[src/sv/rtcs_pkg.sv]
`timescale 1ns / 1ps
// ---------------------------------------------------------------------------
// rtcs_pkg: shared types and helpers for the R-tree subtree chooser
// Holds the channel payloads, the controller state encoding, the command and
// status bundles between controller and datapath, and small rectangle helpers.
// ---------------------------------------------------------------------------
package rtcs_pkg;

   localparam int COORD_W = 16;
   localparam int AREA_W  = 32;
   localparam int IDX_W   = 5;
   localparam int NMO_W   = 6;

   // Configuration register indexes.
   localparam logic CSR_VARIANT  = 1'b0;
   localparam logic CSR_NEAR_MIN = 1'b1;

   // Input item commands.
   localparam logic CMD_LOAD  = 1'b0;
   localparam logic CMD_QUERY = 1'b1;

   typedef struct packed {
      logic               cmd;
      logic               first;
      logic [COORD_W-1:0] x_low;
      logic [COORD_W-1:0] y_low;
      logic [COORD_W-1:0] x_high;
      logic [COORD_W-1:0] y_high;
      logic               points_to_leaves;
   } req_type;

   typedef struct packed {
      logic [IDX_W-1:0] child_index;
      logic             empty_res;
   } rsp_type;

   typedef struct packed {
      logic [COORD_W-1:0] xl;
      logic [COORD_W-1:0] yl;
      logic [COORD_W-1:0] xh;
      logic [COORD_W-1:0] yh;
   } rect_type;

   typedef enum logic [3:0] {
      ST_IDLE,
      ST_A_RUN,
      ST_A_DRAIN,
      ST_B_FETCH,
      ST_B_LATCH,
      ST_B_RUN,
      ST_B_DRAIN,
      ST_B_EVAL,
      ST_FINISH
   } state_type;

   typedef struct packed {
      logic load_we;
      logic start;
      logic issue;
      logic phase_b;
      logic k_latch;
      logic eval;
   } cmd_type;

   typedef struct packed {
      logic busy;
      logic enl_nonzero;
   } status_type;

   // Width of an extent, zero when the extent is inverted.
   function automatic logic [COORD_W-1:0] span(input logic [COORD_W-1:0] lo,
                                                input logic [COORD_W-1:0] hi);
      span = (hi >= lo) ? (hi - lo) : '0;
   endfunction

   function automatic logic [COORD_W-1:0] cmin(input logic [COORD_W-1:0] a,
                                                input logic [COORD_W-1:0] b);
      cmin = (a < b) ? a : b;
   endfunction

   function automatic logic [COORD_W-1:0] cmax(input logic [COORD_W-1:0] a,
                                                input logic [COORD_W-1:0] b);
      cmax = (a > b) ? a : b;
   endfunction

   // Bounding box of two rectangles.
   function automatic rect_type combine(input rect_type a, input rect_type b);
      rect_type c;
      c.xl = cmin(a.xl, b.xl);
      c.yl = cmin(a.yl, b.yl);
      c.xh = cmax(a.xh, b.xh);
      c.yh = cmax(a.yh, b.yh);
      combine = c;
   endfunction

endpackage

[src/sv/rtcs_ctrl.sv]
`timescale 1ns / 1ps
// ---------------------------------------------------------------------------
// rtcs_ctrl: sequencer for the subtree chooser
// Owns the handshakes, the configuration registers, the child count, the
// loop counters and the result register, and drives the datapath commands.
// ---------------------------------------------------------------------------
module rtcs_ctrl #(
   parameter int CAPACITY = 32
) (
   input  logic                         clock,
   input  logic                         reset,
   input  logic                         req_valid,
   output logic                         req_ready,
   input  rtcs_pkg::req_type            req_data,
   output logic                         rsp_valid,
   input  logic                         rsp_ready,
   output rtcs_pkg::rsp_type            rsp_data,
   input  logic                         csr_valid,
   output logic                         csr_ready,
   input  logic                         csr_index,
   input  logic [rtcs_pkg::NMO_W-1:0]   csr_data,
   output rtcs_pkg::cmd_type            cmd,
   input  rtcs_pkg::status_type         status,
   output logic [$clog2(CAPACITY)-1:0]  rd_addr,
   output logic [$clog2(CAPACITY)-1:0]  wr_addr,
   output logic [$clog2(CAPACITY+1)-1:0] count,
   output logic [rtcs_pkg::NMO_W-1:0]   near_min,
   input  logic [$clog2(CAPACITY)-1:0]  best_idx
);

   localparam int AW = $clog2(CAPACITY);
   localparam int CW = $clog2(CAPACITY + 1);
   localparam int EW = (AW > rtcs_pkg::IDX_W) ? AW : rtcs_pkg::IDX_W;

   rtcs_pkg::state_type state_ff, state_in;
   logic [CW-1:0]        cnt_ff, k_ff, count_ff;
   logic [CW-1:0]        last_pos;
   logic                 variant_ff, leaf_ff, empty_ff, rsp_valid_ff;
   logic [rtcs_pkg::NMO_W-1:0] near_min_ff;
   rtcs_pkg::rsp_type    rsp_data_ff;
   logic                 req_fire, load_fire, query_fire, rsp_load;
   logic [EW-1:0]        best_ext;

   assign last_pos   = CW'(count_ff - 1'b1);
   assign req_fire   = req_valid && req_ready;
   assign load_fire  = req_fire && (req_data.cmd == rtcs_pkg::CMD_LOAD);
   assign query_fire = req_fire && (req_data.cmd == rtcs_pkg::CMD_QUERY);
   assign rsp_load   = (state_ff == rtcs_pkg::ST_FINISH) && (!rsp_valid_ff || rsp_ready);
   assign best_ext   = EW'(best_idx);

   // Next-state logic.
   always_comb begin
      state_in = state_ff;
      unique case (state_ff)
         rtcs_pkg::ST_IDLE: begin
            if (query_fire) begin
               state_in = (count_ff == '0) ? rtcs_pkg::ST_FINISH : rtcs_pkg::ST_A_RUN;
            end
         end
         rtcs_pkg::ST_A_RUN: begin
            if (cnt_ff == last_pos) begin
               state_in = rtcs_pkg::ST_A_DRAIN;
            end
         end
         rtcs_pkg::ST_A_DRAIN: begin
            if (!status.busy) begin
               state_in = (variant_ff && leaf_ff && status.enl_nonzero) ?
                          rtcs_pkg::ST_B_FETCH : rtcs_pkg::ST_FINISH;
            end
         end
         rtcs_pkg::ST_B_FETCH: state_in = rtcs_pkg::ST_B_LATCH;
         rtcs_pkg::ST_B_LATCH: state_in = rtcs_pkg::ST_B_RUN;
         rtcs_pkg::ST_B_RUN: begin
            if (cnt_ff == last_pos) begin
               state_in = rtcs_pkg::ST_B_DRAIN;
            end
         end
         rtcs_pkg::ST_B_DRAIN: begin
            if (!status.busy) begin
               state_in = rtcs_pkg::ST_B_EVAL;
            end
         end
         rtcs_pkg::ST_B_EVAL: begin
            state_in = (k_ff == last_pos) ? rtcs_pkg::ST_FINISH : rtcs_pkg::ST_B_FETCH;
         end
         rtcs_pkg::ST_FINISH: begin
            if (rsp_load) begin
               state_in = rtcs_pkg::ST_IDLE;
            end
         end
         default: state_in = rtcs_pkg::ST_IDLE;
      endcase
   end

   // Command outputs decoded from the state.
   always_comb begin
      cmd       = '0;
      req_ready = 1'b0;
      rd_addr   = cnt_ff[AW-1:0];
      unique case (state_ff)
         rtcs_pkg::ST_IDLE: begin
            req_ready   = 1'b1;
            cmd.start   = query_fire;
            cmd.load_we = load_fire && (req_data.first || (count_ff < CW'(CAPACITY)));
         end
         rtcs_pkg::ST_A_RUN:   cmd.issue = 1'b1;
         rtcs_pkg::ST_A_DRAIN: cmd.phase_b = 1'b0;
         rtcs_pkg::ST_B_FETCH: begin
            cmd.phase_b = 1'b1;
            rd_addr     = k_ff[AW-1:0];
         end
         rtcs_pkg::ST_B_LATCH: begin
            cmd.phase_b = 1'b1;
            cmd.k_latch = 1'b1;
         end
         rtcs_pkg::ST_B_RUN: begin
            cmd.phase_b = 1'b1;
            cmd.issue   = 1'b1;
         end
         rtcs_pkg::ST_B_DRAIN: cmd.phase_b = 1'b1;
         rtcs_pkg::ST_B_EVAL: begin
            cmd.phase_b = 1'b1;
            cmd.eval    = 1'b1;
         end
         rtcs_pkg::ST_FINISH: cmd.phase_b = 1'b0;
         default: cmd = '0;
      endcase
   end

   assign wr_addr   = req_data.first ? '0 : count_ff[AW-1:0];
   assign csr_ready = 1'b1;

   // Control registers.
   always_ff @(posedge clock) begin
      if (reset) begin
         state_ff     <= rtcs_pkg::ST_IDLE;
         count_ff     <= '0;
         variant_ff   <= 1'b0;
         near_min_ff  <= rtcs_pkg::NMO_W'(32);
         rsp_valid_ff <= 1'b0;
      end else begin
         state_ff <= state_in;
         if (load_fire) begin
            if (req_data.first) begin
               count_ff <= CW'(1);
            end else if (count_ff < CW'(CAPACITY)) begin
               count_ff <= CW'(count_ff + 1'b1);
            end
         end
         if (csr_valid && csr_ready) begin
            unique case (csr_index)
               rtcs_pkg::CSR_VARIANT:  variant_ff  <= csr_data[0];
               rtcs_pkg::CSR_NEAR_MIN: near_min_ff <= csr_data;
               default:                variant_ff  <= variant_ff;
            endcase
         end
         if (rsp_load) begin
            rsp_valid_ff <= 1'b1;
         end else if (rsp_ready) begin
            rsp_valid_ff <= 1'b0;
         end
      end
   end

   // Loop counters, query flags and the result register.
   always_ff @(posedge clock) begin
      if (state_ff == rtcs_pkg::ST_IDLE || state_ff == rtcs_pkg::ST_B_LATCH) begin
         cnt_ff <= '0;
      end else if (cmd.issue) begin
         cnt_ff <= CW'(cnt_ff + 1'b1);
      end
      if (state_ff == rtcs_pkg::ST_A_DRAIN) begin
         k_ff <= '0;
      end else if (cmd.eval) begin
         k_ff <= CW'(k_ff + 1'b1);
      end
      if (query_fire) begin
         leaf_ff  <= req_data.points_to_leaves;
         empty_ff <= (count_ff == '0);
      end
      if (rsp_load) begin
         rsp_data_ff.empty_res   <= empty_ff;
         rsp_data_ff.child_index <= empty_ff ? '0 : best_ext[rtcs_pkg::IDX_W-1:0];
      end
   end

   assign rsp_valid = rsp_valid_ff;
   assign rsp_data  = rsp_data_ff;
   assign count     = count_ff;
   assign near_min  = near_min_ff;

endmodule

[config.mk]
export PLATFORM = sky130hd
export DESIGN_NAME = rtcs_ctrl
export DESIGN_NICKNAME = d
export VERILOG_FILES = /design/src/sv/rtcs_pkg.sv /design/src/sv/rtcs_ctrl.sv
export SDC_FILE = /design/constraint.sdc
export NUM_CORES = 1
export LEC_CHECK = 0
export ABC_CLOCK_PERIOD_IN_PS = 4900
export CORE_UTILIZATION = 67
export DETAILED_ROUTE_END_ITERATION = 10
export DONT_BUFFER_PORTS = 1
export PLACE_DENSITY = 0.83
export SLEW_MARGIN = 20
export SYNTH_ARGS = -nofsm -noshare
export SYNTH_HDL_FRONTEND = slang
export SYNTH_SLANG_ARGS = --single-unit
[constraint.sdc]
create_clock -name clock -period 4.9 [get_ports clock]
set_input_delay 0.98 -clock clock [delete_from_list [all_inputs] [get_ports clock]]
set_output_delay 0.98 -clock clock [all_outputs]
set_load 0.03 [all_outputs]
==> results of run 1 <==
[registers in the layout (all words and copies together), names as in the netlist]
signal,count
cnt_ff,6
count,6
empty_ff,1
k_ff,6
leaf_ff,1
near_min,6
rsp_data,6
rsp_valid,1
state_ff,4
variant_ff,1
[Yosys cell counts, types with 3 or more instances]
cell / count / area (um2)
xor2_1: 11 / 96.3
a21oi_1: 8 / 40.0
nor2b_1: 10 / 62.6
nand4_1: 5 / 31.3
a211oi_1: 3 / 22.5
xnor2_1: 12 / 105
inv_1: 7 / 26.3
ha_1: 5 / 62.6
mux2_2: 5 / 56.3
dfxtp_1: 30 / 601
nand3_1: 12 / 60.1
nand2_1: 28 / 105
a31oi_1: 4 / 25.0
clkbuf_1: 3 / 11.3
nor2_1: 23 / 86.3
nor3_1: 6 / 30.0
and3_1: 6 / 37.5
nand2b_1: 3 / 18.8
edfxtp_1: 8 / 240
o21ai_0: 11 / 55.1
buf_2: 7 / 35.0
[logic make-up (layout without fill, tap and decap cells)]
kind of cell	after synthesis	in the layout	synth area share
AND/OR/NAND/NOR	104	104	0.260
AO/OA/AOI/OAI	43	43	0.142
flip-flops	38	38	0.395
XOR/XNOR	23	23	0.0946
buffers and inverters	19	15	0.0412
multiplexers	7	7	0.0359
adder cells (fa/ha/maj)	5	5	0.0294
other	1	1	0.00176
[routing by layer]
layer,wire [um],GRT usage,vias up,part of all wire
met5,0,0,-,0
met4,76,0.105,0,0.017
met3,275,0.0747,7,0.061
met2,2190,0.442,66,0.49
met1,1940,0.362,836,0.43
li1,-,-,832,-
[area by class of cell]
class / count / area (um2) / area share
Multi-Input combinational cell: 183 / 1200 / 0.549
Sequential cell: 38 / 841 / 0.385
Tap cell: 44 / 55.1 / 0.0252
Clock buffer: 6 / 51.3 / 0.0235
Inverter: 7 / 26.3 / 0.0120
Clock inverter: 2 / 12.5 / 0.00572
[per-stage QoR]
stage                     instances   util  cell area, um2
after global placement          272  0.701            2120
after floorplan                 240      -            2130
final                           280  0.722            2190
after global routing            280  0.722            2190
after detailed placement        272  0.701            2120
after CTS                       280  0.722            2190
[critical path: stages (launching register included)]
cell and delay [ps]:
dfxtp_1 640, nand2_1 270, nor3_1 650, mux2_2 510
[worst max path at each step]
stage,cells past startpoint,endpoint
global route,3,rd_addr[0]
global placement,3,rd_addr[0]
finish,3,rd_addr[0]
floorplan,4,rd_addr[0]
CTS,3,rd_addr[0]
detailed placement,3,rd_addr[0]
[power by group]
| group | internal (mW) | switching [mW] |
|---|---|---|
| sequential | 0.352 | 0.0734 |
| combinational | 0.0834 | 0.154 |
| clock | 0.0690 | 0.106 |
| total | 0.505 | 0.334 |
==> key figures, run 1 <==
Drt
  • DRT iter0 DRCs: 65
  • WL final: 4480 um
  • Residual DRC: 0
  • Via density: 6.22
  • Routed len/inst: 16.0 um
  • DRT antenna net count: 0
  • Via Count: 1741
  • Initial DRT Pass Iterations: 8

Global route
  • First-pass GRT wire length: 7070 um
  • Largest net degree at the start of global routing: 17
  • Initial antenna violation count: 0
  • GRT Resource Usage Total: 0.277
  • GRT overflow: 0
  • Vias in the first global route: 1528

Power
  • Leakage: 0.832 nW
  • Power Density: 384 mW/mm2
  • Maximum vdd drop: 0.000223 V
  • Power Total: 838 uW

Timing
  • Post-route setup slack: 1500 ps
  • RSZ-0062 raised after global routing: no
  • Final Setup Violations: 0
  • Setup Skew: 4.13 ps
  • Final critical-path share of the clock period: 0.695
  • Setup TNS: 0 ps
  • Final min period: 3400 ps
  • Max_slew headroom: 0.351
  • Least-Margin Pin Slew: 966 ps
  • Final hold violations: 0
  • Achievable frequency: 294 MHz
  • Pins Over Slew Limit: 0
  • Hold Slack: 523 ps

Clock tree
  • Cts hold-fix bufs: 0
  • Clock sink total: 38
  • Depth of the CTS H-tree: 2
  • PostCTS Resize Cnt: 0
  • Root Buffer: clkbuf_4
  • CTS tree: done
  • Num CTS Buffers: 5
  • Worst-path clk slew: 110 ps
  • Worst-skew pair later-pin latency: 350 ps
  • Post-CTS Setup Bufs: 0
  • Clk buf depth: 2

Setup path
  • CP Data Arrival Time: 2420 ps
  • Largest fanout on the critical path: 12
  • RR Startpoint: count[0]
  • Reg2Reg Setup Slack: 2280 ps
  • Worst Setup End Kind: output pin
  • Reg2Reg Depth: 8
  • Critical Path Start Type: flip-flop
  • Worst r2r dst: state_ff[0]
  • Worst Path Required: 3920 ps
  • Critical path class: reg -> out
  • Setup crit start: state_ff[0]

Layout
  • Layout cells sized above 1: 0.0975
  • Most common cell after layout, fill and taps aside: dfxtp_1
  • Area grow syn2layout: 2.70%
  • Post-layout nets: 326
  • Highest-count cells in the layout ignoring fill and taps: dfxtp_1, nand2_1, nor2_1
  • # diodes: 0
  • Fillers: 245

Logic synthesis
  • Sequential element share of the synthesized area: 0.395
  • Syn_nets: 331
  • Post-synth EDFFs: 8
  • Cell count after synthesis: 240
  • Synth warn: 0
  • Async SR Flop Fraction: 0
  • Top FF cell, synth: dfxtp_1
  • Library cells used by synthesis: 50
  • Yosys reg bits: 38
  • Post-Syn Area per Cell: 8.87 um2
  • Synth Cell Area: 0.00213 mm2

Worst hold path
  • WHS Path Cells: 2
  • Worst min path class: reg -> reg
  • WHS Endpoint: cnt_ff[5]
  • Hold path start: cnt_ff[5]

Placement
  • IO Port Bufs: 0
  • Dpl ws: 1980 ps
  • RePlAce Congestion: 0.961
  • Detailed Place HPWL: 3280 um

Floorplan
  • Die area: 0.00341 mm2
  • Ports: 123
  • Initial Util: 0.703
  • Die H: 58.4 um
  • Row cnt: 20
  • Die W: 58.4 um
  • Core area: 0.00303 mm2

Status
  • Status: finished clean

Run
  • Max_cap viols: 0
(Power assumes the default switching activity.)
==> run 2: changes to the inputs <==
--- a/config.mk
+++ b/config.mk
@@ -5,11 +5,12 @@
 export SDC_FILE = /design/constraint.sdc
 export NUM_CORES = 1
 export LEC_CHECK = 0
-export ABC_CLOCK_PERIOD_IN_PS = 4900
-export CORE_UTILIZATION = 67
+export ABC_AREA = 1
+export ABC_CLOCK_PERIOD_IN_PS = 3400
+export CORE_UTILIZATION = 63
 export DETAILED_ROUTE_END_ITERATION = 10
 export DONT_BUFFER_PORTS = 1
-export PLACE_DENSITY = 0.83
+export PLACE_DENSITY = 0.79
 export SLEW_MARGIN = 20
 export SYNTH_ARGS = -nofsm -noshare
 export SYNTH_HDL_FRONTEND = slang
==> constraint.sdc (replaced) <==
create_clock -name clock -period 3.4 [get_ports clock]
set_input_delay 0.68 -clock clock [delete_from_list [all_inputs] [get_ports clock]]
set_output_delay 0.68 -clock clock [all_outputs]
set_load 0.03 [all_outputs]
==> key figures, run 2 <==
Clock tree
  • PostCTS Resize Cnt: 0 (unchanged)
  • CTS tree: done
  • Root Buffer: clkbuf_4
  • Cts hold-fix bufs: 0 (unchanged)
  • Depth of the CTS H-tree: 2 (unchanged)
  • Clock sink total: 38 (unchanged)
  • Post-CTS Setup Bufs: 0 (unchanged)
  • Clk buf depth: 2 (unchanged)
  • Num CTS Buffers: 5 (unchanged)
  • Worst-path clk slew: 120 ps (about the same)
  • Worst-skew pair later-pin latency: 360 ps (about the same)

Logic synthesis
  • Most common cell in the netlist: nand2_1
  • Post-synth EDFFs: 8 (unchanged)
  • Leading area contributor after synthesis: dfxtp_1
  • Cell count after synthesis: 305 (+27%)
  • Syn_nets: 396 (+20%)
  • Top FF cell, synth: dfxtp_1
  • Async SR Flop Fraction: 0 (unchanged)
  • Main area contributors after synthesis: dfxtp_1, edfxtp_1, nand2_1
  • Share of the synthesized area in the top cell type: 0.281 (-0.000992)
  • Synth warn: 0 (unchanged)
  • Commonest cells in the netlist: nand2_1, nor2_1, inv_1, nand3_1, dfxtp_1
  • Sequential element share of the synthesized area: 0.394 (-0.00139)
  • Yosys reg bits: 38 (unchanged)
  • Post-Syn Area per Cell: 7.00 um2 (-21%)
  • Synth Cell Area: 0.00214 mm2 (+0.35%)
  • Library cells used by synthesis: 32 (-36%)

Setup path
  • Worst Setup End Kind: output pin
  • Crit-path cells: inv_2 > nor2_1
  • Slowest-stage cell, CP: dfxtp_1
  • CP peak stage delay: 720 ps (+70 ps)
  • CP Data Arrival Time: 1910 ps (-510 ps)
  • Critical Path Start Type: flip-flop
  • Worst Path Required: 2720 ps (-1200 ps)
  • Critical path class: reg -> out
  • Largest fanout on the critical path: 11 (-1)

Drt
  • Via Count: 2029 (+17%)
  • WL final: 5040 um (+12%)
  • Initial DRT Pass Iterations: 4 (-4)
  • Via density: 5.62 (-9.6%)
  • Residual DRC: 0 (unchanged)
  • DRT antenna net count: 0 (unchanged)
  • Routed len/inst: 14.0 um (-13%)
  • DRT iter0 DRCs: 129 (+98%)

Global route
  • Vias in the first global route: 1749 (+14%)
  • Initial antenna violation count: 0 (unchanged)
  • GRT overflow: 0 (unchanged)
  • Largest net degree at the start of global routing: 13 (-4)
  • First-pass GRT wire length: 7820 um (+11%)
  • GRT Resource Usage Total: 0.292 (+0.0151)

Layout
  • Fillers: 261 (+6.5%)
  • Area grow syn2layout: 9.84%
  • # diodes: 0 (unchanged)
  • Layout cells sized above 1: 0.117 (+0.0193)
  • Most common cell after layout, fill and taps aside: nand2_1
  • Post-layout nets: 407 (+25%)
  • Highest-count cells in the layout ignoring fill and taps: nand2_1, nor2_1, inv_1

Worst hold path
  • Worst min path class: in -> reg

Power
  • Comb pwr share: 0.247 (-0.037)
  • P_sw: 475 uW (+42%)
  • Maximum vdd drop: 0.000382 V (+72%)
  • Power Density: 580 mW/mm2 (+51%)
  • Flop pwr share: 0.450 (-0.058)
  • Internal: 886 uW (+76%)
  • Leakage: 1.03 nW (+24%)
  • Net Sw Frac: 0.349 (-0.0490)
  • Clock power frac: 0.303 (+0.094)

Placement
  • Detailed Place HPWL: 3720 um (+13%)
  • IO Port Bufs: 0 (unchanged)
  • RePlAce Congestion: 0.893 (-7.0%)
  • Dpl ws: 987 ps (-990 ps)

Timing
  • Max_slew headroom: 0.515 (+0.164)
  • Final Setup Violations: 0 (unchanged)
  • Final min period: 2590 ps
  • Setup TNS: 0 ps (unchanged)
  • Final hold violations: 0 (unchanged)
  • Least-Margin Pin Slew: 725 ps (-241 ps)
  • RSZ-0062 raised after global routing: no
  • Pins Over Slew Limit: 0 (unchanged)
  • Setup Skew: 3.15 ps (-0.976 ps)
  • Post-route setup slack: 808 ps (-689 ps)
  • Achievable frequency: 386 MHz
  • Final critical-path share of the clock period: 0.762

Status
  • Status: finished clean

Floorplan
  • Row cnt: 20 (unchanged)
  • Die area: 0.00363 mm2 (+6.5%)
  • Die W: 60.2 um (+3.2%)
  • Core area: 0.00313 mm2 (+3.3%)
  • Die H: 60.2 um (+3.2%)
  • Ports: 123 (unchanged)
  • Initial Util: 0.683 (-0.0201)

Run
  • Max_cap viols: 0 (unchanged)
-- run 2: changes by cell type in the layout (fill, tap and decap cells not counted), moves of 12 or more --
cell / delta
nand3_1: +21
nor2_1: +18
nand2_1: +34
inv_1: +32
xnor2_1: -12
a21oi_1: +13
-- run 2: worst max-delay path, delay by kind of cell (launching register included) --
family | cells | cell delay (ps)
AND/OR/NAND/NOR | 1 | 610
buffers and inverters | 1 | 230
flip-flops | 1 | 720
-- run 2: per-layer routing --
metal / track usage / vias to the layer above / part of all wire
li1: - / 1018 / -
met1: 0.386 / 903 / 0.42
met2: 0.458 / 98 / 0.46
met3: 0.0628 / 10 / 0.089
met4: 0.120 / 0 / 0.023
met5: 0 / - / 0
-- run 2: cells by family after synthesis --
| family | count (synthesis) | share of synthesized area |
|---|---|---|
| simple gates | 162 | 0.354 |
| other cells | 1 | 0.00176 |
| flops | 38 | 0.394 |
| compound gates | 48 | 0.124 |
| xor+xnor | 2 | 0.00820 |
| fa+ha+maj | 5 | 0.0293 |
| buf+inv | 49 | 0.0890 |
-- run 2: through the flow --
step                utilization  cells  instance area (um2)  power, mW  hold slack [ps]
finish                    0.750    361                 2350       1.36              372
CTS                       0.748    361                 2340       1.36              370
detailed placement        0.712    353                 2230      0.951              450
floorplan                     -    305                 2140      0.882              439
global placement          0.712    353                 2230      0.941              446
global route              0.750    361                 2350       1.44              358
-- run 2: final cells by class --
cell class,count,area (um2),area share
multi-input cells,218,1110,0.474
repair buffers,7,52.6,0.0224
clock buffers,6,51.3,0.0219
clock inverters,2,60.1,0.0256
inverters,46,175,0.0747
well taps,44,55.1,0.0235
flip-flops and latches,38,841,0.358
-- run 2: path summary, 6_finish.rpt --
check | startpoint | to | slack, ps | cells after the start
max | count[0] | wr_addr[0] | 810 | 2
min | reset | state_ff[2] | 370 | 1
max reg2reg | count[0] | state_ff[3] | 890 | 12
min reg2reg | variant_ff | variant_ff | 470 | 2
-- run 2: power by group through the flow --
stage                     logic (mW)  clock network (mW)  registers (mW)
final                          0.336               0.412           0.613
after detailed placement       0.329                   0           0.622
after floorplan                0.270                   0           0.612
after global placement         0.319                   0           0.623
after CTS                      0.332               0.413           0.613
after global routing           0.378               0.435           0.622
